### src/rtl/core/brm_pkg.sv
// brm_pkg: shared widths, defaults and the controller-to-datapath command type
// for the radix-2 Booth multiplier. No dependencies.
package brm_pkg;

    localparam int unsigned WIDTH_DEF = 16;   // Booth word width
    localparam int unsigned OPND_W    = 16;   // operand port width
    localparam int unsigned PROD_W    = 32;   // product port width

    typedef struct packed {
        logic load;      // take fresh operands, clear accumulator
        logic step;      // one Booth add/sub and arithmetic shift
        logic capture;   // copy finished product into the output register
    } t_brm_cmd;

endpackage

### src/rtl/core/brm_datapath.sv
// brm_datapath: Booth accumulator, multiplier shift register, multiplicand
// hold and product output register. Uses brm_pkg; driven by brm_ctrl.
module brm_datapath #(
    parameter int unsigned WIDTH = brm_pkg::WIDTH_DEF
) (
    input  logic                                 i_clk,
    input  brm_pkg::t_brm_cmd                    i_cmd,
    input  logic signed [brm_pkg::OPND_W-1:0]    i_multiplicand,
    input  logic signed [brm_pkg::OPND_W-1:0]    i_multiplier,
    output logic signed [brm_pkg::PROD_W-1:0]    o_product
);

    localparam int unsigned OW = brm_pkg::OPND_W;
    localparam int unsigned PW = brm_pkg::PROD_W;

    logic [WIDTH:0]   r_acc;
    logic [WIDTH-1:0] r_mq;
    logic             r_prev;
    logic [WIDTH-1:0] r_mcand;
    logic [PW-1:0]    r_product;

    logic [WIDTH-1:0] w_mcand_ld;
    logic [WIDTH-1:0] w_mult_ld;
    logic [WIDTH:0]   w_m_ext;
    logic [WIDTH:0]   w_sum;
    logic [2*WIDTH-1:0] w_p2w;
    logic [PW-1:0]    w_prod;

    // Operands cut to WIDTH bits or sign-extended up to it
    generate
        if (WIDTH <= OW) begin : g_narrow_ld
            assign w_mcand_ld = i_multiplicand[WIDTH-1:0];
            assign w_mult_ld  = i_multiplier[WIDTH-1:0];
        end else begin : g_wide_ld
            assign w_mcand_ld = {{(WIDTH-OW){i_multiplicand[OW-1]}}, i_multiplicand};
            assign w_mult_ld  = {{(WIDTH-OW){i_multiplier[OW-1]}}, i_multiplier};
        end
    endgenerate

    assign w_m_ext = {r_mcand[WIDTH-1], r_mcand};

    always_comb begin
        case ({r_mq[0], r_prev})
            2'b10:   w_sum = r_acc - w_m_ext;
            2'b01:   w_sum = r_acc + w_m_ext;
            default: w_sum = r_acc;
        endcase
    end

    assign w_p2w = {r_acc[WIDTH-1:0], r_mq};

    generate
        if (2*WIDTH >= PW) begin : g_prod_trunc
            assign w_prod = w_p2w[PW-1:0];
        end else begin : g_prod_sext
            assign w_prod = {{(PW-2*WIDTH){w_p2w[2*WIDTH-1]}}, w_p2w};
        end
    endgenerate

    always_ff @(posedge i_clk) begin
        // capture reads the finished word before a same-cycle load replaces it
        if (i_cmd.capture) begin
            r_product <= w_prod;
        end
        if (i_cmd.load) begin
            r_mcand <= w_mcand_ld;
            r_mq    <= w_mult_ld;
            r_acc   <= '0;
            r_prev  <= 1'b0;
        end else if (i_cmd.step) begin
            r_acc  <= {w_sum[WIDTH], w_sum[WIDTH:1]};
            r_mq   <= {w_sum[0], r_mq[WIDTH-1:1]};
            r_prev <= r_mq[0];
        end
    end

    assign o_product = r_product;

endmodule

### src/rtl/core/brm_ctrl.sv
// brm_ctrl: sequencer for the Booth multiplier - step counter, handshakes and
// output valid. Uses brm_pkg; issues commands to brm_datapath.
module brm_ctrl #(
    parameter int unsigned WIDTH = brm_pkg::WIDTH_DEF
) (
    input  logic              i_clk,
    input  logic              i_rst_n,
    input  logic              i_valid,
    output logic              o_stall,
    output logic              o_valid,
    input  logic              i_stall,
    output brm_pkg::t_brm_cmd o_cmd
);

    localparam int unsigned CW = $clog2(WIDTH);

    typedef enum logic [1:0] {
        S_IDLE,
        S_RUN,
        S_DONE
    } t_state;

    t_state        r_state, n_state;
    logic [CW-1:0] r_count, n_count;
    logic          r_out_valid, n_out_valid;

    logic w_can_capture;
    logic w_accept;
    logic w_last;

    assign w_can_capture = !r_out_valid || !i_stall;
    assign o_stall  = !((r_state == S_IDLE) || ((r_state == S_DONE) && w_can_capture));
    assign w_accept = i_valid && !o_stall;
    assign w_last   = (r_count == CW'(WIDTH-1));

    always_comb begin
        o_cmd.load    = w_accept;
        o_cmd.step    = (r_state == S_RUN);
        o_cmd.capture = (r_state == S_DONE) && w_can_capture;

        n_state     = r_state;
        n_count     = r_count;
        n_out_valid = r_out_valid;

        // beat taken downstream
        if (r_out_valid && !i_stall) begin
            n_out_valid = 1'b0;
        end

        case (r_state)
            S_IDLE: begin
                if (w_accept) begin
                    n_state = S_RUN;
                    n_count = '0;
                end
            end
            S_RUN: begin
                n_count = r_count + 1'b1;
                if (w_last) begin
                    n_state = S_DONE;
                end
            end
            S_DONE: begin
                if (w_can_capture) begin
                    n_out_valid = 1'b1;
                    n_count     = '0;
                    n_state     = w_accept ? S_RUN : S_IDLE;
                end
            end
            default: begin
                n_state = S_IDLE;
            end
        endcase
    end

    always_ff @(posedge i_clk) begin
        if (!i_rst_n) begin
            r_state     <= S_IDLE;
            r_count     <= '0;
            r_out_valid <= 1'b0;
        end else begin
            r_state     <= n_state;
            r_count     <= n_count;
            r_out_valid <= n_out_valid;
        end
    end

    assign o_valid = r_out_valid;

endmodule

### src/rtl/core/booth_radix2_multiplier_unit.sv
// booth_radix2_multiplier_unit: top level, joins brm_ctrl and brm_datapath.
// Uses brm_pkg.
//
// Signed 16 x 16 multiplier giving a full 32-bit signed product by the
// radix-2 Booth recurrence, one add/subtract-and-shift step per clock. An
// operand beat is loaded on acceptance, then WIDTH steps run in the shared
// adder, then the product moves to an output register. Back to back, a new
// beat is taken in the same cycle the previous product is captured, so a new
// pair is accepted only after the previous one has run all its steps; the
// step counter over the single Booth adder sets that pace. o_valid rises
// together with the product register load. The output register lets one
// finished product wait while the next pair is being worked on.
module booth_radix2_multiplier_unit #(
    parameter int unsigned WIDTH = brm_pkg::WIDTH_DEF
) (
    input  logic                                 i_clk,
    input  logic                                 i_rst_n,
    input  logic                                 i_valid,
    output logic                                 o_stall,
    input  logic signed [brm_pkg::OPND_W-1:0]    i_multiplicand,
    input  logic signed [brm_pkg::OPND_W-1:0]    i_multiplier,
    output logic                                 o_valid,
    input  logic                                 i_stall,
    output logic signed [brm_pkg::PROD_W-1:0]    o_product
);

    brm_pkg::t_brm_cmd w_cmd;

    brm_ctrl #(
        .WIDTH (WIDTH)
    ) u_ctrl (
        .i_clk   (i_clk),
        .i_rst_n (i_rst_n),
        .i_valid (i_valid),
        .o_stall (o_stall),
        .o_valid (o_valid),
        .i_stall (i_stall),
        .o_cmd   (w_cmd)
    );

    brm_datapath #(
        .WIDTH (WIDTH)
    ) u_datapath (
        .i_clk          (i_clk),
        .i_cmd          (w_cmd),
        .i_multiplicand (i_multiplicand),
        .i_multiplier   (i_multiplier),
        .o_product      (o_product)
    );

endmodule
### config.mk
export PLATFORM = sky130hd
export DESIGN_NAME = booth_radix2_multiplier_unit
export DESIGN_NICKNAME = d
export VERILOG_FILES = /design/src/rtl/core/brm_pkg.sv /design/src/rtl/core/brm_datapath.sv /design/src/rtl/core/brm_ctrl.sv /design/src/rtl/core/booth_radix2_multiplier_unit.sv
export SDC_FILE = /design/constraint.sdc
export NUM_CORES = 1
export LEC_CHECK = 0
export ABC_CLOCK_PERIOD_IN_PS = 3090
export BUFFER_PORTS_ARGS = -buffer_cell sky130_fd_sc_hd__buf_4
export CORE_MARGIN = 5
export CORE_UTILIZATION = 25
export CTS_BUF_LIST = sky130_fd_sc_hd__clkbuf_8
export DETAILED_ROUTE_END_ITERATION = 16
export PLACE_DENSITY_LB_ADDON = 0.15
export SKIP_LAST_GASP = 1
export SYNTH_ARGS = -nofsm -noshare
export SYNTH_HDL_FRONTEND = slang
export SYNTH_SLANG_ARGS = --single-unit
### constraint.sdc
create_clock -name i_clk -period 3.09 [get_ports i_clk]
set_clock_uncertainty 0.1 [all_clocks]
set_input_delay 0.618 -clock i_clk [delete_from_list [all_inputs] [get_ports i_clk]]
set_output_delay 0.618 -clock i_clk [all_outputs]
set_load 0.01 [all_outputs]
==> flow_metrics.env <==
export IMPL_wl_um=10080
export IMPL_fin_util_pct=32.92
export IMPL_grt_antenna_before_repair=0
export IMPL_worstSkewPairLatency_ns=0.37
export IMPL_path_common_cell="buf_4"
export IMPL_worstSetupPathType="register to register"
export IMPL_placed_cells=701
export IMPL_synth_edf_count=64
export IMPL_synthArstFlopShare_pct=0
export IMPL_grt_pass1_wl_um=16110
export IMPL_grt_usage_pct=10.07
export IMPL_cpPeakStageDelay_ns=0.42
export IMPL_fin_cells=724
export IMPL_clock_fmax_mhz=335.3
export IMPL_diodes=0
export IMPL_finalSetupViolCount=0
export IMPL_gp_congestion=0.8176
export IMPL_syn_inst=400
export IMPL_setup_tns_ns=0
export IMPL_hold_start="i_multiplicand[5]"
export IMPL_power_total_uw=4017
export IMPL_clock_path_buffers=2
export IMPL_synth_area_leaders="edfxtp_1 44%, dfxtp_1 11%, ha_1 5.7%, nand2_1 5.0%, xor2_1 3.6%"
export IMPL_hold_buffers=0
export IMPL_yosys_area_top_type="edfxtp_1"
export IMPL_numCtsBuffers=9
export IMPL_power_density_nw_per_um2=708.0
export IMPL_reg2reg_slack_ns=0.11
export IMPL_via_count=3233
export IMPL_setup_slack_ns=0.1074
export IMPL_grt_pass1_vias=3245
export IMPL_hp_class="primary input to register"
export IMPL_synth_top_area_share_pct=44.04
export IMPL_min_period_ns=2.983
export IMPL_ant_nets=0
export IMPL_syn_area_um2=4364
export IMPL_tritoncts="built"
export IMPL_fin_nets=551
export IMPL_clk_pin_slew_ns=0.09
export IMPL_grt_max_degree=35
export IMPL_synth_most_common_cell="edfxtp_1"
export IMPL_ir_drop_uv=240.9
export IMPL_io_pins=70
export IMPL_cts_root_buf="clkbuf_8"
export IMPL_wl_per_cell_um=13.93
export IMPL_detailedPlace_worstSlack_ns=0.03910
export IMPL_drive_gt1_share_pct=30.06
export IMPL_ff2ff_path_depth=14
export IMPL_maxSlewViolCount=0
export IMPL_die_area_um2=20200
export IMPL_r2r_start="u_datapath.r_mcand[2]"
export IMPL_min_to="u_datapath.r_mcand[5]"
export IMPL_synth_seq_area_share_pct=55.05
export IMPL_maxCapViolCount=0
export IMPL_synthFlopType="edfxtp_1"
export IMPL_synth_top_cells_by_count="64 x edfxtp_1, 58 x nand2_1, 29 x a21oi_1"
export IMPL_critPathArrivalTime_ns=3.12
export IMPL_cts_max_level=3
export IMPL_die_h_um=142.1
export IMPL_r2r_end="u_datapath.r_acc[14]"
export IMPL_initial_core_util_pct=25.32
export IMPL_grt_overflow=0
export IMPL_fp_dieW_um=142.1
export IMPL_cp_data_required_time_ns=3.23
export IMPL_syn_to_final_growth_pct=30.02
export IMPL_rsz0062_at_grt="yes"
export IMPL_num_rows=48
export IMPL_syn_nets=457
export IMPL_status="completed"
export IMPL_p_leak_uw=0.002237
export IMPL_worst_pin_slew_ns=0.9046
export IMPL_crit_path_top_delay_cell="edfxtp_1"
export IMPL_cts_sinks=88
export IMPL_crit_path_start_kind="register"
export IMPL_hold_viol=0
export IMPL_path_buf_inv=2
export IMPL_yosysWarningCount=0
export IMPL_worstPathCellList="nor3_2 > buf_4 > and3b_2 > buf_4 > nand2_1 > nor3_1 > nor2_1 > xor2_2 > ha_4 > a21oi_1 > o21bai_1 > a221oi_2 > xor2_1 > o211ai_1"
export IMPL_critPathTopFamily="simple AND/OR/NAND/NOR gates"
export IMPL_holdPathStages=1
export IMPL_synth_seq_cells=88
export IMPL_vias_per_cell=4.465
export IMPL_maxSlewHeadroom_pct=39.70
export IMPL_final_period_utilization_pct=96.52
export IMPL_syn_area_per_cell_um2=10.91
export IMPL_drc=0
export IMPL_drt_iter0_markers=103
export IMPL_drtPass1Iterations=4
export IMPL_dp_hpwl_um=7338
export IMPL_path_max_fanout=8
export IMPL_coreArea_um2=17240
export IMPL_synthDistinctLibCells=54
export IMPL_end_kind="register"
export IMPL_numPortBuffers=69
[through the flow]
stage                     hold WS (ns)  cell area [um2]
after detailed placement        0.3327             5275
after floorplan                 0.3262             4364
final                           0.3151             5674
after global routing            0.2904             5674
after CTS                       0.2831             5508
after global placement          0.3361             5275
[cell usage in the layout, fill, tap and decap left out, drive strengths merged, types with 7 or more instances in the layout]
cell type,instances
buf,101
edfxtp,64
nand2,59
a21oi,29
dfxtp,24
o21ai,24
nor2,22
ha,20
nand3,18
xor2,18
inv,14
xnor2,10
clkbuf,10
nor3,8
a31oi,7
[flip-flops by register name, indices dropped and copies added, names as in the netlist]
name	cells
u_datapath.o_product	32
u_datapath.r_acc	16
u_datapath.r_mcand	16
u_datapath.r_mq	16
u_ctrl.r_count	4
u_ctrl.r_state	2
u_ctrl.o_valid	1
u_datapath.r_prev	1
[area by class of cell]
cell class	instances	area [um2]
sequential	88	2402
inverter	10	37.54
timing repair buffer	101	762.0
tap	225	281.5
clock buffer	10	137.6
clock inverter	6	95.09
fill	1734	11560
multi-input combinational	284	1958
[worst max-delay path by stage]
stage                                     start                    to  slack, ns  cells past startpoint
after global routing      u_datapath.r_mcand[2]  u_datapath.r_acc[15]      -0.04                     13
after CTS                 u_datapath.r_mcand[0]  u_datapath.r_acc[14]      0.008                     13
after global placement    u_datapath.r_mcand[4]  u_datapath.r_acc[15]       0.11                     13
after floorplan           u_datapath.r_mcand[4]  u_datapath.r_acc[15]       0.18                     13
after detailed placement  u_datapath.r_mcand[0]  u_datapath.r_acc[14]       0.04                     13
final                     u_datapath.r_mcand[2]  u_datapath.r_acc[14]       0.11                     14
[kinds of logic after synthesis]
group | Yosys count | synth area share, %
AOI/OAI and AO/OA | 89 | 12.56
xor gates and xnor gates | 28 | 5.619
DFF | 88 | 55.05
buffers and inverters | 28 | 2.867
and+or+nand+nor | 137 | 15.48
adders and majority gates | 21 | 6.193
muxes | 9 | 2.236
[power by group]
part           internal [uW]  leakage (uW)  switching (uW)
registers               1450      0.000802             163
logic                    713       0.00132             756
clock network            489      0.000118             444
[worst reg2reg max path, stage by stage (launching register included)]
cell and delay [ns]:
edfxtp_1 0.42, nor3_2 0.22, buf_4 0.14, and3b_2 0.20, buf_4 0.12, nand2_1 0.06, nor3_1 0.16, nor2_1 0.10
xor2_2 0.19, ha_4 0.26, a21oi_1 0.22, o21bai_1 0.10, a221oi_2 0.30, xor2_1 0.17, o211ai_1 0.09
[what timing repair did]
action | CTS | global route
setup buffers | 0 | 8
gates resized for setup | 0 | 29
endpoints found under the setup margin | 0 | 7
[metal layers]
layer,part of all wire [%],track usage [%],vias to the layer above
li1,-,-,1638
met1,46,12.81,1524
met2,47,16.27,60
met3,4.7,2.487,11
met4,1.6,4.394,0
met5,0,0,-
Note: power is estimated with default switching activity, not from simulation.
